===== config.mk =====
export PLATFORM = sky130hd
export DESIGN_NAME = rgb_to_hsv_converter
export DESIGN_NICKNAME = d
export VERILOG_FILES = /design/src/rhc_pkg.sv /design/src/rgb_to_hsv_converter.sv /design/src/rhc_prep.sv /design/src/rhc_div_cell.sv
export SDC_FILE = /design/constraint.sdc
export NUM_CORES = 2
export LEC_CHECK = 0
export BUFFER_PORTS_ARGS = -buffer_cell sky130_fd_sc_hd__clkbuf_2
export CAP_MARGIN = 20
export CORE_AREA = 2 2 321 243
export DETAILED_ROUTE_END_ITERATION = 10
export DIE_AREA = 0 0 323 245
export GPL_TIMING_DRIVEN = 0
export PLACE_DENSITY = 0.69
export SYNTH_ARGS = -nofsm -noshare
export SYNTH_HDL_FRONTEND = slang
export SYNTH_SLANG_ARGS = --single-unit

===== constraint.sdc =====
create_clock -name clk -period 5.1 [get_ports clk]
set_input_delay 0.255 -clock clk [delete_from_list [all_inputs] [get_ports clk]]
set_output_delay 0.255 -clock clk [all_outputs]
set_load 0.005 [all_outputs]

===== src/rhc_pkg.sv =====
`timescale 1ns / 1ps

package rhc_pkg;

    localparam int CHANNEL_BITS_DEF  = 8;
    localparam int FRACTION_BITS_DEF = 16;

    // Control that rides along with each item through the divider chain
    typedef struct packed {
        logic valid;
        logic sat_full;   // saturation reaches one full unit: output all ones
    } ctl_t;

endpackage


===== src/rgb_to_hsv_converter.sv =====
// Registers from start to done: front stage, FRACTION_BITS divider cells, output register.
// Throughput: one item per clock; busy is never raised, as the chain of FRACTION_BITS
// divider cells (one quotient bit each for hue and saturation) takes an item every cycle.
// Results appear on done for one cycle; the receiver cannot stall them.
// Reset (rst_n, asynchronous, active low) clears every valid flag; no item is in flight after it.
`timescale 1ns / 1ps

module rgb_to_hsv_converter
    import rhc_pkg::*;
#(
    parameter int CHANNEL_BITS  = CHANNEL_BITS_DEF,
    parameter int FRACTION_BITS = FRACTION_BITS_DEF
)
(
    input  logic                     clk,
    input  logic                     rst_n,
    input  logic                     start,
    output logic                     busy,
    input  logic [CHANNEL_BITS-1:0]  red_level,
    input  logic [CHANNEL_BITS-1:0]  green_level,
    input  logic [CHANNEL_BITS-1:0]  blue_level,
    output logic                     done,
    output logic [FRACTION_BITS-1:0] hue_turn,
    output logic [FRACTION_BITS-1:0] saturation_frac,
    output logic [CHANNEL_BITS-1:0]  value_level
);

    localparam int HW = CHANNEL_BITS + 3;

    // Stage k of the chain holds the item after k quotient bits have been produced.
    ctl_t                     ctl_w   [0:FRACTION_BITS];
    logic [CHANNEL_BITS-1:0]  value_w [0:FRACTION_BITS];
    logic [CHANNEL_BITS-1:0]  rem_s_w [0:FRACTION_BITS];
    logic [CHANNEL_BITS-1:0]  div_s_w [0:FRACTION_BITS];
    logic [FRACTION_BITS-1:0] q_s_w   [0:FRACTION_BITS];
    logic [HW-1:0]            rem_h_w [0:FRACTION_BITS];
    logic [HW-1:0]            div_h_w [0:FRACTION_BITS];
    logic [FRACTION_BITS-1:0] q_h_w   [0:FRACTION_BITS];

    logic                     done_reg, done_next;
    logic [FRACTION_BITS-1:0] hue_reg,  hue_next;
    logic [FRACTION_BITS-1:0] sat_reg,  sat_next;
    logic [CHANNEL_BITS-1:0]  val_reg;

    // Never stalls: a new pixel may enter on every clock.
    assign busy = 1'b0;

    // Front stage: max, min, sector numerator and both divisors.
    rhc_prep #(
        .CHANNEL_BITS (CHANNEL_BITS)
    ) u_prep (
        .clk         (clk),
        .rst_n       (rst_n),
        .accept      (start && !busy),
        .red_level   (red_level),
        .green_level (green_level),
        .blue_level  (blue_level),
        .ctl         (ctl_w[0]),
        .value       (value_w[0]),
        .rem_s       (rem_s_w[0]),
        .div_s       (div_s_w[0]),
        .rem_h       (rem_h_w[0]),
        .div_h       (div_h_w[0])
    );

    assign q_s_w[0] = '0;
    assign q_h_w[0] = '0;

    // Row of identical cells, each shifting one bit into both quotients.
    for (genvar k = 0; k < FRACTION_BITS; k++)
    begin : g_cell
        rhc_div_cell #(
            .CHANNEL_BITS  (CHANNEL_BITS),
            .FRACTION_BITS (FRACTION_BITS)
        ) u_cell (
            .clk       (clk),
            .rst_n     (rst_n),
            .ctl_in    (ctl_w[k]),
            .value_in  (value_w[k]),
            .rem_s_in  (rem_s_w[k]),
            .div_s_in  (div_s_w[k]),
            .q_s_in    (q_s_w[k]),
            .rem_h_in  (rem_h_w[k]),
            .div_h_in  (div_h_w[k]),
            .q_h_in    (q_h_w[k]),
            .ctl_out   (ctl_w[k+1]),
            .value_out (value_w[k+1]),
            .rem_s_out (rem_s_w[k+1]),
            .div_s_out (div_s_w[k+1]),
            .q_s_out   (q_s_w[k+1]),
            .rem_h_out (rem_h_w[k+1]),
            .div_h_out (div_h_w[k+1]),
            .q_h_out   (q_h_w[k+1])
        );
    end

    // Output register: saturation clamps to all ones when the min channel is 0 and the max is not.
    always_comb
    begin
        done_next = ctl_w[FRACTION_BITS].valid;
        hue_next  = q_h_w[FRACTION_BITS];
        if (ctl_w[FRACTION_BITS].sat_full)
        begin
            sat_next = '1;
        end
        else
        begin
            sat_next = q_s_w[FRACTION_BITS];
        end
    end

    always_ff @(posedge clk or negedge rst_n)
    begin
        if (!rst_n)
        begin
            done_reg <= 1'b0;
        end
        else
        begin
            done_reg <= done_next;
        end
    end

    always_ff @(posedge clk)
    begin
        hue_reg <= hue_next;
        sat_reg <= sat_next;
        val_reg <= value_w[FRACTION_BITS];
    end

    assign done            = done_reg;
    assign hue_turn        = hue_reg;
    assign saturation_frac = sat_reg;
    assign value_level     = val_reg;

endmodule


===== src/rhc_prep.sv =====
`timescale 1ns / 1ps

module rhc_prep
    import rhc_pkg::*;
#(
    parameter int CHANNEL_BITS = CHANNEL_BITS_DEF
)
(
    input  logic                    clk,
    input  logic                    rst_n,
    input  logic                    accept,
    input  logic [CHANNEL_BITS-1:0] red_level,
    input  logic [CHANNEL_BITS-1:0] green_level,
    input  logic [CHANNEL_BITS-1:0] blue_level,
    output ctl_t                    ctl,
    output logic [CHANNEL_BITS-1:0] value,
    output logic [CHANNEL_BITS-1:0] rem_s,
    output logic [CHANNEL_BITS-1:0] div_s,
    output logic [CHANNEL_BITS+2:0] rem_h,
    output logic [CHANNEL_BITS+2:0] div_h
);

    localparam int HW = CHANNEL_BITS + 3;

    logic [CHANNEL_BITS-1:0] mx;
    logic [CHANNEL_BITS-1:0] mn;
    logic [CHANNEL_BITS-1:0] d;
    logic [HW-1:0]           d_w;
    logic [HW-1:0]           r_w;
    logic [HW-1:0]           g_w;
    logic [HW-1:0]           b_w;
    logic [HW-1:0]           six_d;
    logic [HW-1:0]           num;

    ctl_t                    ctl_reg,   ctl_next;
    logic [CHANNEL_BITS-1:0] value_reg, value_next;
    logic [CHANNEL_BITS-1:0] rem_s_reg, rem_s_next;
    logic [CHANNEL_BITS-1:0] div_s_reg, div_s_next;
    logic [HW-1:0]           rem_h_reg, rem_h_next;
    logic [HW-1:0]           div_h_reg, div_h_next;

    always_comb
    begin
        mx = red_level;
        if (green_level > mx)
        begin
            mx = green_level;
        end
        if (blue_level > mx)
        begin
            mx = blue_level;
        end
        mn = red_level;
        if (green_level < mn)
        begin
            mn = green_level;
        end
        if (blue_level < mn)
        begin
            mn = blue_level;
        end
        d     = mx - mn;
        d_w   = HW'(d);
        r_w   = HW'(red_level);
        g_w   = HW'(green_level);
        b_w   = HW'(blue_level);
        six_d = (d_w << 2) + (d_w << 1);

        // sector numerator in 1/d sixths, already wrapped into [0, 6d)
        if (red_level == mx)
        begin
            if (green_level >= blue_level)
            begin
                num = g_w - b_w;
            end
            else
            begin
                num = six_d - (b_w - g_w);
            end
        end
        else if (green_level == mx)
        begin
            num = (d_w << 1) + b_w - r_w;
        end
        else
        begin
            num = (d_w << 2) + r_w - g_w;
        end
    end

    // zero divisors replaced by one with a zero remainder: quotient comes out 0
    always_comb
    begin
        ctl_next.valid    = accept;
        ctl_next.sat_full = (mx != '0) && (mn == '0);
        value_next        = mx;
        if (mx == '0)
        begin
            div_s_next = CHANNEL_BITS'(1);
            rem_s_next = '0;
        end
        else if (mn == '0)
        begin
            div_s_next = mx;
            rem_s_next = '0;
        end
        else
        begin
            div_s_next = mx;
            rem_s_next = d;
        end
        if (d == '0)
        begin
            div_h_next = HW'(1);
            rem_h_next = '0;
        end
        else
        begin
            div_h_next = six_d;
            rem_h_next = num;
        end
    end

    always_ff @(posedge clk or negedge rst_n)
    begin
        if (!rst_n)
        begin
            ctl_reg <= '0;
        end
        else
        begin
            ctl_reg <= ctl_next;
        end
    end

    always_ff @(posedge clk)
    begin
        value_reg <= value_next;
        rem_s_reg <= rem_s_next;
        div_s_reg <= div_s_next;
        rem_h_reg <= rem_h_next;
        div_h_reg <= div_h_next;
    end

    assign ctl   = ctl_reg;
    assign value = value_reg;
    assign rem_s = rem_s_reg;
    assign div_s = div_s_reg;
    assign rem_h = rem_h_reg;
    assign div_h = div_h_reg;

endmodule


===== src/rhc_div_cell.sv =====
`timescale 1ns / 1ps

module rhc_div_cell
    import rhc_pkg::*;
#(
    parameter int CHANNEL_BITS  = CHANNEL_BITS_DEF,
    parameter int FRACTION_BITS = FRACTION_BITS_DEF
)
(
    input  logic                     clk,
    input  logic                     rst_n,
    input  ctl_t                     ctl_in,
    input  logic [CHANNEL_BITS-1:0]  value_in,
    input  logic [CHANNEL_BITS-1:0]  rem_s_in,
    input  logic [CHANNEL_BITS-1:0]  div_s_in,
    input  logic [FRACTION_BITS-1:0] q_s_in,
    input  logic [CHANNEL_BITS+2:0]  rem_h_in,
    input  logic [CHANNEL_BITS+2:0]  div_h_in,
    input  logic [FRACTION_BITS-1:0] q_h_in,
    output ctl_t                     ctl_out,
    output logic [CHANNEL_BITS-1:0]  value_out,
    output logic [CHANNEL_BITS-1:0]  rem_s_out,
    output logic [CHANNEL_BITS-1:0]  div_s_out,
    output logic [FRACTION_BITS-1:0] q_s_out,
    output logic [CHANNEL_BITS+2:0]  rem_h_out,
    output logic [CHANNEL_BITS+2:0]  div_h_out,
    output logic [FRACTION_BITS-1:0] q_h_out
);

    localparam int HW = CHANNEL_BITS + 3;

    // one restoring step for each of the two quotients
    logic [CHANNEL_BITS:0]   sh_s;
    logic [CHANNEL_BITS:0]   diff_s;
    logic                    ge_s;
    logic [HW:0]             sh_h;
    logic [HW:0]             diff_h;
    logic                    ge_h;

    ctl_t                     ctl_reg,   ctl_next;
    logic [CHANNEL_BITS-1:0]  value_reg;
    logic [CHANNEL_BITS-1:0]  rem_s_reg, rem_s_next;
    logic [CHANNEL_BITS-1:0]  div_s_reg;
    logic [FRACTION_BITS-1:0] q_s_reg,   q_s_next;
    logic [HW-1:0]            rem_h_reg, rem_h_next;
    logic [HW-1:0]            div_h_reg;
    logic [FRACTION_BITS-1:0] q_h_reg,   q_h_next;

    always_comb
    begin
        sh_s       = {rem_s_in, 1'b0};
        ge_s       = sh_s >= {1'b0, div_s_in};
        diff_s     = sh_s - {1'b0, div_s_in};
        rem_s_next = ge_s ? diff_s[CHANNEL_BITS-1:0] : sh_s[CHANNEL_BITS-1:0];
        q_s_next   = {q_s_in[FRACTION_BITS-2:0], ge_s};

        sh_h       = {rem_h_in, 1'b0};
        ge_h       = sh_h >= {1'b0, div_h_in};
        diff_h     = sh_h - {1'b0, div_h_in};
        rem_h_next = ge_h ? diff_h[HW-1:0] : sh_h[HW-1:0];
        q_h_next   = {q_h_in[FRACTION_BITS-2:0], ge_h};

        ctl_next   = ctl_in;
    end

    always_ff @(posedge clk or negedge rst_n)
    begin
        if (!rst_n)
        begin
            ctl_reg <= '0;
        end
        else
        begin
            ctl_reg <= ctl_next;
        end
    end

    always_ff @(posedge clk)
    begin
        value_reg <= value_in;
        rem_s_reg <= rem_s_next;
        div_s_reg <= div_s_in;
        q_s_reg   <= q_s_next;
        rem_h_reg <= rem_h_next;
        div_h_reg <= div_h_in;
        q_h_reg   <= q_h_next;
    end

    assign ctl_out   = ctl_reg;
    assign value_out = value_reg;
    assign rem_s_out = rem_s_reg;
    assign div_s_out = div_s_reg;
    assign q_s_out   = q_s_reg;
    assign rem_h_out = rem_h_reg;
    assign div_h_out = div_h_reg;
    assign q_h_out   = q_h_reg;

endmodule


Word level (Yosys, flattened, before mapping) --
Cells that the tools add are included. W data, S select, Z words.
Storage, ports and cells: bits of input ports 27, register bits 1091, word-level logic and storage cells 302, memories 0, ROM bits 0, latch bits 0, bits in writable memories 0
Cells by class: $lt $le $gt $ge 37, bitwise logic cells 0, mux-type cells 37, shifts and indexed selects 0, equal/unequal tests 2, multipliers 0, add/sub/neg operators 39, divide/modulo/power cells 0, reduce and logical (&&, ||, !) cells 6
Operators with widths (count):
- $mux W11 | 18
- $ge A12 B11 Y1 | 16
- $sub A11 B11 Y11 | 16
- $mux W8 | 19
- $ge A9 B8 Y1 | 16
- $sub A8 B8 Y8 | 16
- $logic_not A8 Y1 | 3
- $sub A11 B8 Y11 | 2
- $sub A8 B8 Y9 | 2
- $eq A8 B8 Y1 | 2
- $gt A8 B8 Y1 | 2
- $lt A8 B8 Y1 | 2
- $add A10 B8 Y11 | 1
- $add A10 B9 Y11 | 1
- $add A9 B8 Y10 | 1
- $ge A8 B8 Y1 | 1
- $reduce_bool A8 Y1 | 1
- $reduce_or A2 Y1 | 1
- $logic_and A1 B1 Y1 | 1

Logic depth before layout (Yosys ltp) --
depth in word-level cells 9, mapped depth 40, gate-level depth less buffers 39

Cells and area by module --
A second synthesis with hierarchy kept.
Second synthesis, totals: cell total of the unflattened synthesis 4767, area total of the unflattened synthesis 51777.2 um^2
Modules (own cells, without submodules):
- rhc_div_cell at g_cell[0].u_cell ... | cells each 248, times used 15, area each 2803.9 um^2
- rhc_prep | cells each 738, times used 1, area each 5969.5 um^2
- rhc_div_cell at g_cell[4].u_cell | cells each 249, times used 1, area each 2800.2 um^2
- rgb_to_hsv_converter | cells each 60, times used 1, area each 948.4 um^2

Least setup slack after synthesis --
OpenSTA, ideal clock, no wires.
kind input to register, from input red_level[1], to register u_prep.rem_h_reg[10] (netlist: u_prep.rem_h[10]), arrival time 7013 ps, path slack -2028 ps, data required time 4984 ps, buffers on the path 1, stages 39, setup time 116 ps, cells stage by stage inv_1 -> ha_1 -> nor2b_2 -> o211ai_2 -> a211oi_4 -> nor2_4 -> buf_4 -> mux2i_1 -> ha_1 -> and2_1 -> a221oi_1 -> nor2_1 -> a31oi_2 -> o21a_1 -> o21ai_0 -> and2_1 -> inv_1 -> ha_1 -> [... 3 more ...] -> xor2_1 -> inv_1 -> fa_1 -> ha_1 -> inv_1 -> nor2_1 -> nor2_1 -> o21bai_1 -> a21oi_1 -> o21bai_1 -> a21oi_1 -> o21bai_1 -> a21oi_1 -> xnor2_1 -> nor2_1 -> nor3_1 -> a22o_1 -> a31o_1
On the way: word-level cells in the longest chain between the ends 9, elaborated cells between the ends (all ways) 21, those cells by class add/sub (7); order compare (4); eq/ne (2); mux (7); reduce/logical (1)
Ends and longest elaborated chain:
- from (decl) | line rgb_to_hsv_converter.sv:19 | input logic [CHANNEL_BITS-1:0] red_level,
- $gt A8 B8 Y1 | line rhc_prep.sv:45 | if (green_level > mx)
- $mux W8 (*) | line rhc_prep.sv:45
- $gt A8 B8 Y1 | line rhc_prep.sv:49 | if (blue_level > mx)
- $mux W8 (*) | line rhc_prep.sv:49
- named net u_prep.mx[0] | line rhc_prep.sv:25 | logic [CHANNEL_BITS-1:0] mx;
- $sub A8 B8 Y8 (*) | line rhc_prep.sv:62 | d = mx - mn;
- named net u_prep.d[2] | line rhc_prep.sv:27 | logic [CHANNEL_BITS-1:0] d;
- $add A10 B9 Y11 (*) | line rhc_prep.sv:67 | six_d = (d_w << 2) + (d_w << 1);
- named net u_prep.six_d[3] | line rhc_prep.sv:32 | logic [HW-1:0] six_d;
- $sub A11 B11 Y11 (*) | line rhc_prep.sv:78 | num = six_d - (b_w - g_w);
- $mux W11 (*) | line rhc_prep.sv:72 | if (green_level >= blue_level)
- $mux W11 (*) | line rhc_prep.sv:70 | if (red_level == mx)
- to (signal assigned) | line rhc_prep.sv:141 | rem_h_reg <= rem_h_next;
- to (decl) | line rhc_prep.sv:39 | logic [HW-1:0] rem_h_reg, rem_h_next;
Mark *: on every way through the listed nets, which the timed path passes. The rest lies on a longest branch. A chain may end at the register's enable or synchronous reset.

Final worst setup path --
from input red_level[2], to register u_prep.rem_h_reg[10] (netlist: u_prep.rem_h[10])
Same word-level chain as after synthesis.

==> impl_metrics.py <==
metrics = {
    "outcome": {
        "failed_checks": "negative setup slack",
        "status": "finished, violations left",
    },
    "sta": {
        "period_share": 1.30,
        "slew_headroom": 0.413,
        "worst_slew_pin_slew_ns": 0.881,
        "rsz0062_at_grt": "true",
        "fmax_mhz": 151,
        "fin_crit_ns": 6.61,
        "maxSlewViolCount": 0,
        "fin_skew_ns": 0.0188,
        "worst_slack_ns": -1.51,
        "final_hold_viol_count": 0,
        "setup-violations-final": 22,
    },
    "route": {
        "post_drt_via_cell_ratio": 5.00,
        "first_pass_iters": 5,
        "drc": 0,
        "drt_iter0_drc": 1604,
        "ant_nets": 0,
        "routed_wl_um": 76700,
        "num_vias": 27100,
        "wl_per_cell_um": 14.1,
    },
    "yosys": {
        "yosysTopAreaCell": "dfxtp_1",
        "syn-num-nets": 4493,
        "async_flop_share": 0.0321,
        "synth_seq_cells": 1091,
        "syn-mean-instance-area_um2": 10.3,
        "synth.area.top_cells": "dfxtp_1 (51%), ha_1 (12%), inv_1 (4.5%), o21ai_0 (4.0%), nand2_1 (2.8%)",
        "postSynthCellCount": 4030,
        "syn_area_um2": 41500,
        "synth_edf_count": 0,
        "synth_top_area_share": 0.510,
        "synth.distinct_cells": 88,
        "seq_area_frac_synth": 0.531,
        "yosys_warnings": 0,
        "synth_flop_cell": "dfxtp_1",
    },
    "clock_tree": {
        "cts_sinks": 1091,
        "cts_buffers": 97,
        "clk_latency_ns": 0.66,
        "cts-root-buf": "clkbuf_16",
        "clkTransAtPathRegs_ns": 0.06,
        "h-tree-depth": 3,
        "cts_tree": "done",
        "clockBufferDepth": 3,
    },
    "finish": {
        "fin_nets": 4771,
        "antenna_cells": 0,
        "mostFrequentLayoutCell": "dfxtp_1",
        "drive_gt1_frac": 0.127,
        "final_cell_mix": "dfxtp_1 (1056), inv_1 (473), ha_1 (362)",
        "finish.utilization": 0.639,
        "area_growth_pct": 17.4,
    },
    "worst_setup_path": {
        "critical_path_arrival_ns": 7.15,
        "crit_slowest_cell": "fa_2",
        "crit_path_end_kind": "flop",
        "regToRegEndpoint": "g_cell[0].u_cell.rem_h_out[1]$_DFF_P_",
        "regToRegSetupSlack_ns": 1.54,
        "cp_common_cell": "ha_4",
        "cp_max_fo": 5,
        "cpPeakStageDelay_ns": 0.39,
        "worstReg2RegStart": "u_prep.div_h[2]$_SDFF_PN0_",
        "startpoint_type": "input port",
        "crit_required_ns": 5.64,
        "reg2reg_depth": 16,
        "worstSetupPathType": "input port to flop",
    },
    "floorplan": {
        "initial_core_util": 0.544,
        "fp.dieW_um": 323,
        "io_pins": 69,
        "die_h_um": 245,
        "core_um2": 76200,
        "die_area_um2": 79100,
        "rows": 88,
    },
    "grt": {
        "overflow": 0,
        "grt_max_degree": 36,
        "grt_pass1_wl_um": 127000,
        "groute.usage.overall": 0.194,
        "grt_pass1_vias": 26200,
        "antenna_found_initial": 0,
    },
    "worst_hold_path": {
        "hold_depth": 3,
        "min_path_type": "input port to flop",
        "whs_endpoint": "u_prep.div_s[7]$_SDFF_PN0_",
        "hold_start": "blue_level[7]",
    },
    "placed_design": {
        "pre_cts_ws_ns": -2.96,
        "io_buffers": 67,
        "dp.final_hpwl_um": 54100,
        "place.gp.congestion": 0.898,
    },
    "flow_run": {
        "cap_violations": 0,
    },
}
==> worst max-delay path, delay by kind of cell <==
family / cells / cell delay [ns]
xor gates and xnor gates: 3 / 0.49
buffers and inverters: 8 / 0.72
muxes: 1 / 0.32
adders and majority gates: 6 / 1.61
and+or+nand+nor: 8 / 1.15
AOI/OAI and AO/OA: 13 / 2.58
==> repair_timing <==
| item | 4_1_cts | 5_1_grt |
|---|---|---|
| hold endpoints to repair | 37 | 0 |
| buffers inserted | 86 | 32 |
| resized for setup | 147 | 60 |
| pin swaps | 72 | 67 |
| cloned | 2 | 0 |
| endpoints found under the setup margin | 25 | 23 |
| hold buffers | 3 | 0 |
==> layout make-up <==
cell class / instances / area, um^2
Inverter: 495 / 1890
Clock inverter: 44 / 563
Tap cell: 1035 / 1290
Timing Repair Buffer: 182 / 1490
Buffer: 63 / 305
Sequential cell: 1091 / 22000
Fill cell: 6044 / 27500
Multi-Input combinational cell: 2378 / 18400
Clock buffer: 132 / 2740
==> Yosys cell counts, types with 18 or more instances <==
cell type,number
o211a_1,32
dfxtp_1,1056
nor2b_1,79
ha_1,393
mux2i_1,18
nor2_1,231
and2_1,82
a21o_1,102
clkbuf_1,59
a21boi_0,30
inv_1,494
o31ai_1,122
or4_1,33
xor2_1,73
xnor2_1,81
o21bai_1,21
nand2b_1,86
nand3_1,25
a21oi_1,99
fa_1,43
nand2_1,307
dfrtp_1,35
nand4_1,48
o21ai_0,333
==> layer usage <==
layer | vias to the layer above | part of all wire | track usage
met2 | 538 | 0.43 | 0.304
li1 | 14000 | - | -
met3 | 156 | 0.050 | 0.0383
met4 | 0 | 0.027 | 0.0606
met5 | - | 0 | 0
met1 | 12500 | 0.49 | 0.271
==> per-stage QoR <==
step / hold WS, ns / area (um^2) / setup TNS (ns) / instances
6_report: 0.174 / 48700 / -13.89 / 5420
5_1_grt: 0.153 / 48700 / -16.57 / 5420
4_1_cts: 0.114 / 48200 / -10.24 / 5390
3_5_place_dp: 0.312 / 43400 / -52.07 / 5132
3_3_place_gp: 0.310 / 43400 / -51.85 / 5132
2_1_floorplan: -0.0406 / 41800 / -10.25 / 4030
==> logic make-up (layout without fill, tap and decap cells) <==
| logic type | Yosys count | count (layout) | synth area share |
|---|---|---|---|
| AO/OA/AOI/OAI | 812 | 812 | 0.126 |
| XOR/XNOR | 157 | 157 | 0.0342 |
| adder cells (fa/ha/maj) | 438 | 438 | 0.140 |
| buffers and inverters | 561 | 916 | 0.0512 |
| flip-flops | 1091 | 1091 | 0.531 |
| multiplexers | 23 | 23 | 0.00579 |
| other | 1 | 1 | 0.0000904 |
| AND/OR/NAND/NOR | 947 | 947 | 0.112 |
==> worst max path at each step <==
stage,startpoint,end,slack [ns],depth (start not counted)
after floorplan,red_level[1],u_prep.rem_h[10]$_SDFF_PN0_,-1.39,35
after global placement,red_level[7],u_prep.rem_h[10]$_SDFF_PN0_,-2.94,40
after detailed placement,red_level[7],u_prep.rem_h[10]$_SDFF_PN0_,-2.96,39
after CTS,red_level[1],u_prep.rem_h[10]$_SDFF_PN0_,-1.25,41
after global routing,red_level[2],u_prep.rem_h[9]$_SDFF_PN0_,-1.70,42
final,red_level[2],u_prep.rem_h[10]$_SDFF_PN0_,-1.51,39
Power is not shown: default switching activity piles up to over one toggle a cycle in this logic, so the estimate is an artifact.
